File: src/hdl/matrix_polynomial_eval_defines.svh
// Assertion macros used by the checked top-level module.
`ifndef MATRIX_POLYNOMIAL_EVAL_DEFINES_SVH
`define MATRIX_POLYNOMIAL_EVAL_DEFINES_SVH

// Same-cycle implication, checked outside reset.
`define MPE_ASSERT_IMP(label, ante, cons, msg) \
    label: assert property (@(posedge aclk) disable iff (!aresetn) (ante) |-> (cons)) \
        else $error(msg);

// Next-cycle implication, checked outside reset.
`define MPE_ASSERT_NXT(label, ante, cons, msg) \
    label: assert property (@(posedge aclk) disable iff (!aresetn) (ante) |=> (cons)) \
        else $error(msg);

`endif

File: src/hdl/mpe_pkg.sv
package mpe_pkg;

    // Default sizes
    localparam int DEF_MAX_DIM    = 8;
    localparam int DEF_MAX_DEGREE = 15;
    localparam int DEF_DATA_WIDTH = 32;

    // Register file
    localparam int CFG_INDEX_W = 1;
    localparam int CFG_DATA_W  = 4;
    localparam logic [CFG_INDEX_W-1:0] REG_DIMENSION = 1'b0;
    localparam logic [CFG_INDEX_W-1:0] REG_DEGREE    = 1'b1;
    localparam logic [CFG_DATA_W-1:0]  DIM_RESET     = 4'd2;
    localparam logic [CFG_DATA_W-1:0]  DEG_RESET     = 4'd1;

    // Input word kinds
    localparam logic OP_ELEMENT = 1'b0;
    localparam logic OP_COEFF   = 1'b1;

    // Field widths
    localparam int VALUE_W    = 32;
    localparam int RESULT_W   = 32;
    localparam int ROWCOL_W   = 3;
    localparam int M_TDATA_W  = 40;
    localparam int M_PAD_W    = M_TDATA_W - 2 * ROWCOL_W - RESULT_W;

    // Controller to datapath commands
    typedef struct packed {
        logic mat_we;
        logic coef_we;
        logic c_load;
        logic init_we;
        logic init_diag;
        logic mac_issue;
        logic mac_first;
        logic mac_last;
        logic mac_diag;
        logic bank_sel;
        logic out_load;
    } mpe_cmd_t;

    // Datapath to controller status
    typedef struct packed {
        logic pipe_busy;
        logic out_taken;
    } mpe_stat_t;

endpackage

File: src/hdl/mpe_ctrl.sv
module mpe_ctrl import mpe_pkg::*; #(
    parameter int MAX_DIM    = DEF_MAX_DIM,
    parameter int MAX_DEGREE = DEF_MAX_DEGREE,
    localparam int CELLS     = MAX_DIM * MAX_DIM,
    localparam int AW        = (CELLS > 1) ? $clog2(CELLS) : 1,
    localparam int GW        = $clog2(MAX_DEGREE + 1)
) (
    input  logic                   aclk,
    input  logic                   aresetn,
    input  logic                   cfg_we,
    input  logic [CFG_INDEX_W-1:0] cfg_index,
    input  logic [CFG_DATA_W-1:0]  cfg_wdata,
    input  logic                   s_tvalid,
    input  logic                   s_tuser,
    output logic                   s_tready,
    output mpe_cmd_t               cmd,
    input  mpe_stat_t              stat,
    output logic [AW-1:0]          mat_waddr,
    output logic [AW-1:0]          mat_raddr,
    output logic [AW-1:0]          acc_waddr,
    output logic [AW-1:0]          acc_raddr,
    output logic [GW-1:0]          coef_waddr,
    output logic [GW-1:0]          coef_raddr,
    output logic [ROWCOL_W-1:0]    out_row,
    output logic [ROWCOL_W-1:0]    out_col,
    output logic                   out_last
);

    localparam int IDX_W = (MAX_DIM > 1) ? $clog2(MAX_DIM) : 1;
    localparam int NW    = $clog2(MAX_DIM + 1);
    localparam int CNT_W = $clog2(CELLS + 1);
    localparam int CCW   = $clog2(MAX_DEGREE + 2);

    typedef enum logic [3:0] {
        ST_IDLE, ST_REALIGN, ST_C_RD, ST_C_LD, ST_INIT, ST_S_RD, ST_S_LD,
        ST_MAC, ST_DRAIN, ST_O_RD, ST_O_LD, ST_O_WAIT
    } state_t;

    state_t               state_reg;
    logic [CFG_DATA_W-1:0] dim_reg, deg_reg;
    logic [CNT_W-1:0]     elem_cnt_reg, row_reg, rem_reg;
    logic [IDX_W-1:0]     col_reg;
    logic [CCW-1:0]       coef_cnt_reg;
    logic [IDX_W-1:0]     r_reg, k_reg, j_reg;
    logic [GW-1:0]        i_reg;
    logic                 sel_reg;

    logic [NW-1:0]    n_act;
    logic [GW-1:0]    g_act;
    logic [CNT_W-1:0] n_sq;
    logic [IDX_W-1:0] n_top;
    logic             accept, mat_store, coef_store, coef_done;
    logic             r_end, k_end, j_end;

    function automatic logic [AW-1:0] cell_addr(input logic [IDX_W-1:0] r,
                                                 input logic [IDX_W-1:0] c);
        return AW'(int'(r) * MAX_DIM + int'(c));
    endfunction

    // Active sizes, clamped to the supported range
    always_comb begin
        if (dim_reg == '0) begin
            n_act = NW'(1);
        end else if (int'(dim_reg) > MAX_DIM) begin
            n_act = NW'(MAX_DIM);
        end else begin
            n_act = NW'(dim_reg);
        end
        if (int'(deg_reg) > MAX_DEGREE) begin
            g_act = GW'(MAX_DEGREE);
        end else begin
            g_act = GW'(deg_reg);
        end
        n_sq  = CNT_W'(int'(n_act) * int'(n_act));
        n_top = IDX_W'(n_act - NW'(1));
    end

    assign accept     = s_tvalid && s_tready;
    assign mat_store  = accept && (s_tuser == OP_ELEMENT) && (elem_cnt_reg < n_sq);
    assign coef_store = accept && (s_tuser == OP_COEFF) && (coef_cnt_reg <= CCW'(g_act));
    assign coef_done  = accept && (s_tuser == OP_COEFF) &&
                        ((coef_cnt_reg + CCW'(1)) > CCW'(g_act));
    assign r_end      = (r_reg == n_top);
    assign k_end      = (k_reg == n_top);
    assign j_end      = (j_reg == n_top);

    // State, counters and registers
    always_ff @(posedge aclk) begin
        if (!aresetn) begin
            state_reg    <= ST_IDLE;
            dim_reg      <= DIM_RESET;
            deg_reg      <= DEG_RESET;
            elem_cnt_reg <= '0;
            row_reg      <= '0;
            col_reg      <= '0;
            rem_reg      <= '0;
            coef_cnt_reg <= '0;
            r_reg        <= '0;
            k_reg        <= '0;
            j_reg        <= '0;
            i_reg        <= '0;
            sel_reg      <= 1'b0;
        end else begin
            if (cfg_we) begin
                case (cfg_index)
                    REG_DIMENSION: dim_reg <= cfg_wdata;
                    REG_DEGREE:    deg_reg <= cfg_wdata;
                    default:       ;
                endcase
            end
            case (state_reg)
                ST_IDLE: begin
                    if (mat_store) begin
                        elem_cnt_reg <= elem_cnt_reg + CNT_W'(1);
                        if (col_reg == n_top) begin
                            col_reg <= '0;
                            row_reg <= row_reg + CNT_W'(1);
                        end else begin
                            col_reg <= col_reg + IDX_W'(1);
                        end
                    end
                    if (accept && s_tuser == OP_COEFF) begin
                        coef_cnt_reg <= coef_cnt_reg + CCW'(1);
                    end
                    if (cfg_we && cfg_index == REG_DIMENSION) begin
                        // redo row/column split of the fill count for the new size
                        rem_reg   <= elem_cnt_reg;
                        row_reg   <= '0;
                        state_reg <= ST_REALIGN;
                    end
                    if (coef_done) begin
                        elem_cnt_reg <= '0;
                        row_reg      <= '0;
                        col_reg      <= '0;
                        coef_cnt_reg <= '0;
                        i_reg        <= g_act;
                        state_reg    <= ST_C_RD;
                    end
                end
                ST_REALIGN: begin
                    if (cfg_we && cfg_index == REG_DIMENSION) begin
                        rem_reg <= elem_cnt_reg;
                        row_reg <= '0;
                    end else if (rem_reg >= CNT_W'(n_act)) begin
                        rem_reg <= rem_reg - CNT_W'(n_act);
                        row_reg <= row_reg + CNT_W'(1);
                    end else begin
                        col_reg   <= IDX_W'(rem_reg);
                        state_reg <= ST_IDLE;
                    end
                end
                ST_C_RD: state_reg <= ST_C_LD;
                ST_C_LD: begin
                    r_reg     <= '0;
                    k_reg     <= '0;
                    state_reg <= ST_INIT;
                end
                ST_INIT: begin
                    if (k_end) begin
                        k_reg <= '0;
                        r_reg <= r_reg + IDX_W'(1);
                        if (r_end) begin
                            r_reg     <= '0;
                            sel_reg   <= 1'b0;
                            state_reg <= (i_reg == '0) ? ST_O_RD : ST_S_RD;
                        end
                    end else begin
                        k_reg <= k_reg + IDX_W'(1);
                    end
                end
                ST_S_RD: state_reg <= ST_S_LD;
                ST_S_LD: begin
                    r_reg     <= '0;
                    k_reg     <= '0;
                    j_reg     <= '0;
                    state_reg <= ST_MAC;
                end
                ST_MAC: begin
                    if (j_end) begin
                        j_reg <= '0;
                        if (k_end) begin
                            k_reg <= '0;
                            if (r_end) begin
                                r_reg     <= '0;
                                state_reg <= ST_DRAIN;
                            end else begin
                                r_reg <= r_reg + IDX_W'(1);
                            end
                        end else begin
                            k_reg <= k_reg + IDX_W'(1);
                        end
                    end else begin
                        j_reg <= j_reg + IDX_W'(1);
                    end
                end
                ST_DRAIN: begin
                    if (!stat.pipe_busy) begin
                        sel_reg   <= ~sel_reg;
                        i_reg     <= i_reg - GW'(1);
                        state_reg <= (i_reg == GW'(1)) ? ST_O_RD : ST_S_RD;
                    end
                end
                ST_O_RD: state_reg <= ST_O_LD;
                ST_O_LD: state_reg <= ST_O_WAIT;
                ST_O_WAIT: begin
                    if (stat.out_taken) begin
                        if (out_last) begin
                            r_reg     <= '0;
                            k_reg     <= '0;
                            state_reg <= ST_IDLE;
                        end else begin
                            state_reg <= ST_O_RD;
                            if (k_end) begin
                                k_reg <= '0;
                                r_reg <= r_reg + IDX_W'(1);
                            end else begin
                                k_reg <= k_reg + IDX_W'(1);
                            end
                        end
                    end
                end
                default: state_reg <= ST_IDLE;
            endcase
        end
    end

    // Addresses
    assign mat_waddr  = cell_addr(row_reg[IDX_W-1:0], col_reg);
    assign mat_raddr  = cell_addr(j_reg, k_reg);
    assign acc_waddr  = cell_addr(r_reg, k_reg);
    assign acc_raddr  = (state_reg == ST_MAC) ? cell_addr(r_reg, j_reg)
                                              : cell_addr(r_reg, k_reg);
    assign coef_waddr = GW'(coef_cnt_reg);
    assign coef_raddr = (state_reg == ST_C_RD) ? i_reg : i_reg - GW'(1);
    assign out_row    = ROWCOL_W'(r_reg);
    assign out_col    = ROWCOL_W'(k_reg);
    assign out_last   = r_end && k_end;
    // input closed during reset
    assign s_tready   = aresetn && (state_reg == ST_IDLE);

    // Commands
    always_comb begin
        cmd.mat_we    = mat_store;
        cmd.coef_we   = coef_store;
        cmd.c_load    = (state_reg == ST_C_LD) || (state_reg == ST_S_LD);
        cmd.init_we   = (state_reg == ST_INIT);
        cmd.init_diag = (r_reg == k_reg);
        cmd.mac_issue = (state_reg == ST_MAC);
        cmd.mac_first = (j_reg == '0);
        cmd.mac_last  = j_end;
        cmd.mac_diag  = (r_reg == k_reg);
        cmd.bank_sel  = sel_reg;
        cmd.out_load  = (state_reg == ST_O_LD);
    end

endmodule

File: config.mk
export PLATFORM = sky130hd
export DESIGN_NAME = mpe_ctrl
export DESIGN_NICKNAME = d
export VERILOG_FILES = /design/src/hdl/matrix_polynomial_eval_defines.svh /design/src/hdl/mpe_pkg.sv /design/src/hdl/mpe_ctrl.sv
export SDC_FILE = /design/constraint.sdc
export NUM_CORES = 1
export LEC_CHECK = 0
export ABC_AREA = 1
export BUFFER_PORTS_ARGS = -buffer_cell sky130_fd_sc_hd__buf_2
export CAP_MARGIN = 25
export CORE_ASPECT_RATIO = 1.5
export CORE_UTILIZATION = 40
export DETAILED_ROUTE_END_ITERATION = 12
export PLACE_DENSITY_LB_ADDON = 0.05
export SLEW_MARGIN = 25
export SYNTH_ARGS = -nofsm -noshare
export SYNTH_HDL_FRONTEND = slang
export SYNTH_SLANG_ARGS = --single-unit
File: constraint.sdc
create_clock -name aclk -period 5.3 [get_ports aclk]
set_input_delay 0.265 -clock aclk [delete_from_list [all_inputs] [get_ports aclk]]
set_output_delay 0.265 -clock aclk [all_outputs]
set_load 0.01 [all_outputs]
* After elaboration in Yosys (flattened, before gate mapping)
Cells that the tools add are included.
** Word-level totals
- Word-level logic and storage cells :: 165
- Flip-flop bits (word level) :: 55
- Input bits :: 12
** Operators by class
- Bitwise logic cells :: 3
- Muxes and demuxes :: 61
- Magnitude comparators :: 5
- Multipliers :: 1
- Add/subtract/negate cells :: 14
- Equal/unequal tests :: 34
- Reductions and logical operators :: 34
** Operator list (count)
- $mux 7 :: 11
- $mux 4 :: 19
- $mux 3 :: 16
- $pmux 4 s12 :: 1
- $pmux 7 s2 :: 2
- $add 6x3->6 :: 4
- $pmux 3 s4 :: 2
- $eq 4x3->1 const B :: 4
- $eq 4x4->1 const B :: 4
- $reduce_and 4->1 :: 4
- $eq 3x3->1 :: 5
- $add 7x1->7 const B :: 2
- $add 3x1->3 const B :: 4
- $logic_not 4->1 :: 3
- $ne 2x2->1 const B :: 6
- $ne 3x3->1 const B :: 4
- $pmux 3 s2 :: 2
- $reduce_bool 2->1 :: 6
- $mux 5 :: 2
- $ne 2x1->1 const B :: 5
- $reduce_and 10->1 :: 1
- $logic_and 1x1->1 :: 9
- $reduce_and 3->1 :: 3
- $eq 4x1->1 const B :: 2
- other kinds (22) :: 31

* Longest topological paths before layout
- Depth in word-level cells :: 10
- Gate-level depth with buffers :: 21

* Least setup slack after synthesis
OpenSTA, ideal clock, no wires.
- Path kind :: register to output
- Start point :: register dim_reg[2]
- End point :: output port cmd[10] (netlist bit)
- Buffers on the path :: 1
- Slack :: 2.416 ns
- Cell stages (with the launch flop) :: 17
- Required time :: 5.035 ns
- Arrival :: 2.619 ns
- Cells stage by stage :: dfxtp_1 -> o21ai_2 -> nand2_1 -> inv_1 -> ha_1 -> inv_1 -> fa_1 -> o21ai_0 -> a21oi_1 -> xor2_1 -> ha_1 -> nand4_1 -> nand3_1 -> nor2_1 -> nand2_2 -> inv_1 -> buf_4
** On the way
- Cells in the longest elaborated chain, start to end :: 6
- Elaborated cells between the ends (all ways) :: 7
- Classes of those cells :: 1 x mul; 2 x order compare; 2 x mux; 2 x reduce/logical
** Ends and longest elaborated chain
- start: declaration :: line mpe_ctrl.sv:40 : logic [CFG_DATA_W-1:0] dim_reg, deg_reg;
- start signal: assignment :: line mpe_ctrl.sv:106 : REG_DIMENSION: dim_reg <= cfg_wdata;
- $gt 4x4->1 :: line mpe_ctrl.sv:64 : end else if (int'(dim_reg) > MAX_DIM) begin
- $mux 4 :: line mpe_ctrl.sv:64
- $mux 4 * :: line mpe_ctrl.sv:62 : if (dim_reg == '0) begin
- $mul 4x4->7 * :: line mpe_ctrl.sv:74 : n_sq = CNT_W'(int'(n_act) * int'(n_act));
- $lt 7x7->1 * :: line mpe_ctrl.sv:79 : assign mat_store = accept && (s_tuser == OP_ELEMENT) && (elem_cnt_reg < n_sq);
- $logic_and 1x1->1 * :: line mpe_ctrl.sv:79
- end: declaration :: line mpe_ctrl.sv:16 : output mpe_cmd_t cmd,
Every way passes the cells marked *; elsewhere a longest branch is shown, timed or not.

==> run_results.csv <==
group,metric,value,unit
floorplanning,die_area,0.0107,mm²
finish,syn_to_final_growth,10.7,%
critical_path,critPathCapture,"cmd[10]",
detailed_routing,dr.pass1.iters,8,
critical_path,crit_path_max_fanout,6,
clock_network,cts.sinks,51,
finish,drive_gt1_frac,0.157,
timing,hold_viol_final,0,
synth,yosys.area.top_type,"dfxtp_1",
power_and_ir_drop,p_sw,820,µW
global_routing,grt_first_pass_wirelength,17600,µm
critical_path,cp-start-kind,"register",
synth,yosysUniqueCellTypes,37,
placement,hpwl,8620,µm
synth,synth_seq_cells,51,
critical_path,r2r-end,"elem_cnt_reg[6]$_SDFFE_PN0P_",
timing,skew,0.00849,ns
synth,yosys_warnings,0,
power_and_ir_drop,seqPwrFrac,0.284,
detailed_routing,ant_nets,0,
floorplanning,die_h,126,µm
finish,fillers,1087,
timing,min_period_over_period,0.670,
clock_network,clockRootBuffer,"clkbuf_16",
critical_path,slowest_stage,"dfxtp_1",
clock_network,ctsLongestPathBuffers,2,
finish,multiInputGateArea,0.00255,mm²
global_routing,antenna_found_initial,0,
floorplanning,ios,63,
power_and_ir_drop,leakage,2.36,nW
power_and_ir_drop,combPwrFrac,0.507,
synth,synth_common_cells,"123 x nand2_1, 92 x inv_1, 63 x nor2_1, 51 x dfxtp_1, 48 x a21oi_1",
floorplanning,num_rows,45,
synth,synth_top_cells_by_area,"dfxtp_1 25%, nand2_1 11%, ha_1 11%",
finish,diodes,0,
critical_path,worstRegToRegCells,18,
synth,async_flop_share,0,
clock_network,worstSkewPairLatency,0.30,ns
synth,synth_cells,619,
detailed_routing,vias_per_cell,4.98,
global_routing,grt_pass1_vias,3616,
global_routing,grt_max_degree,31,
global_routing,grtUsageTotal,0.209,
detailed_routing,drt_iter0_markers,121,
floorplanning,start_util,0.409,
flow_run,drv_cap,0,
timing,fin_crit,3.55,ns
synth,synth.most_common_cell,"nand2_1",
status,violations,"DRC",
global_routing,grt.overflow.total,0,
worst_hold_path,min-delay-start,"cfg_wdata[0]",
finish,layout.nets,711,
synth,avgSynthCellArea,6.66,µm²
power_and_ir_drop,finalPower,1.84,mW
timing,rsz0062_at_grt,"false",
critical_path,r2r_setup_slack,2.03,ns
critical_path,worst_ep_arrival_time,3.28,ns
detailed_routing,wl,10700,µm
floorplanning,core,0.0101,mm²
critical_path,cpPeakStageDelay,0.39,ns
critical_path,worstSetupPathDepth,16,
power_and_ir_drop,clkPwrFrac,0.210,
clock_network,cts_tree,"done",
synth,netlist.area_leader.share,0.248,
power_and_ir_drop,p_sw_frac,0.445,
critical_path,crit_family,"adder cells",
detailed_routing,wire_per_inst,13.8,µm
synth,synth_flop_cell,"dfxtp_1",
critical_path,crit_type,"register to output port",
power_and_ir_drop,p_int,1.02,mW
synth,syn_area,0.00412,mm²
critical_path,crit_path_cell_trace,"o21ai_2, nand2_1, inv_1, ha_1, inv_1, fa_1, o21ai_0, a21oi_1, xor2_1, ha_1, o21ai_0, nand3_1, nor2_1, nand2_2, inv_1, buf_2",
clock_network,postCtsSetupRepairBufs,0,
critical_path,reg2reg_from,"dim_reg[2]$_SDFFE_PN0P_",
critical_path,worst_setup_path_end_kind,"output port",
power_and_ir_drop,power_density,404,mW/mm²
clock_network,ctsHtreeMaxLevel,2,
placement,portBuffers,62,
timing,max_freq,282,MHz
power_and_ir_drop,irDropWorstVdd,0.170,mV
timing,drv_slew,0,
clock_network,cts_resized,0,
timing,setup_tns,0,ns
critical_path,cpMostUsedCell,"inv_1",
worst_hold_path,hold_path_class,"input port to register",
status,status,"finished with violations",
clock_network,cts_inserted_buffers,5,
synth,ys_seq_area_frac,0.248,
critical_path,critPathRequiredTime,5.04,ns
timing,slew_headroom,0.521,
critical_path,path_buf_inv,4,
floorplanning,die_w,84.9,µm
critical_path,crit_start,"dim_reg[2]$_SDFFE_PN0P_",
timing,tightest_slew,0.717,ns
clock_network,clk_pin_slew,0.07,ns
clock_network,ctsHoldBuffers,0,
detailed_routing,vias,3876,
finish,seq_area,0.00102,mm²
synth,synth-edff-count,0,
placement,gp_congestion,0.883,
detailed_routing,drc,3,
timing,setup_viol,0,
logic make-up after synthesis:
kind of cell	count (synthesis)	share of synthesized area
compound gates	109	0.141
xor+xnor	27	0.0574
fa+ha+maj	38	0.119
other cells	1	0.000910
flops	51	0.248
mux	1	0.00243
simple gates	267	0.296
buf+inv	125	0.136
worst min path at each step:
| stage | endpoint | slack, ns | cells past startpoint |
|---|---|---|---|
| 2_1_floorplan | dim_reg[1]$_SDFFE_PN1P_ | 0.40 | 2 |
| 3_3_place_gp | sel_reg$_SDFFE_PN0P_ | 0.46 | 2 |
| 3_5_place_dp | coef_cnt_reg[4]$_SDFFE_PN0P_ | 0.47 | 2 |
| 4_1_cts | deg_reg[0]$_SDFFE_PN1P_ | 0.24 | 3 |
| 5_1_grt | deg_reg[0]$_SDFFE_PN1P_ | 0.27 | 3 |
| 6_report | deg_reg[0]$_SDFFE_PN1P_ | 0.24 | 3 |
layer usage:
layer	track usage	routed length, µm	vias to the layer above
met5	0	0	-
met4	0.101	399	0
met2	0.382	5410	70
met3	0.0247	291	22
li1	-	-	2049
met1	0.239	4630	1735
layout make-up:
cell class	instances	share of cell area
clock buffer	6	0.0304
clock inverter	2	0.00768
inverter	97	0.0798
multi-input combinational	444	0.558
sequential	51	0.224
tap	117	0.0321
timing repair buffer	62	0.0680
power groups by stage:
stage                     logic (mW)  clock network [mW]  registers (mW)
after floorplan                0.716                   0           0.516
after global placement         0.935                   0           0.531
after detailed placement       0.937                   0           0.533
after CTS                      0.941               0.400           0.524
after global routing            1.07               0.417           0.533
final                          0.935               0.386           0.523
placed cells by master (no fill, tap or decap), types with 2 or more instances in the layout:
master       n
nand4_1      3
a21oi_1     48
nand2_4      2
fa_1         2
buf_2       62
o21bai_1     2
o22ai_1      4
nand3_2      4
inv_2        4
inv_1       92
nand3_1     41
xnor2_1      4
nor2_4       3
ha_1        36
clkbuf_16    5
nor2_1      63
nor2_8       2
nand2_2     10
o21ai_0     47
nor3_1      11
o21ai_2      3
conb_1       2
nor2_2       3
xor2_1      23
dfxtp_1     51
nand2_1    123
worst min-delay path, delay by kind of cell:
kind          cells  cell delay, ns
simple gates      2            0.14
buf+inv           1            0.10
per-stage QoR:
stage	hold WS, ns	cells	util	worst slack [ns]	area (µm²)
finish	0.242	779	0.453	1.75	4560
global route	0.266	779	0.453	1.45	4560
CTS	0.239	779	0.453	1.73	4560
detailed placement	0.471	771	0.435	2.01	4390
global placement	0.461	771	0.435	2.15	4390
floorplan	0.395	620	-	2.42	4130
Power figures use the tool's default switching activity.
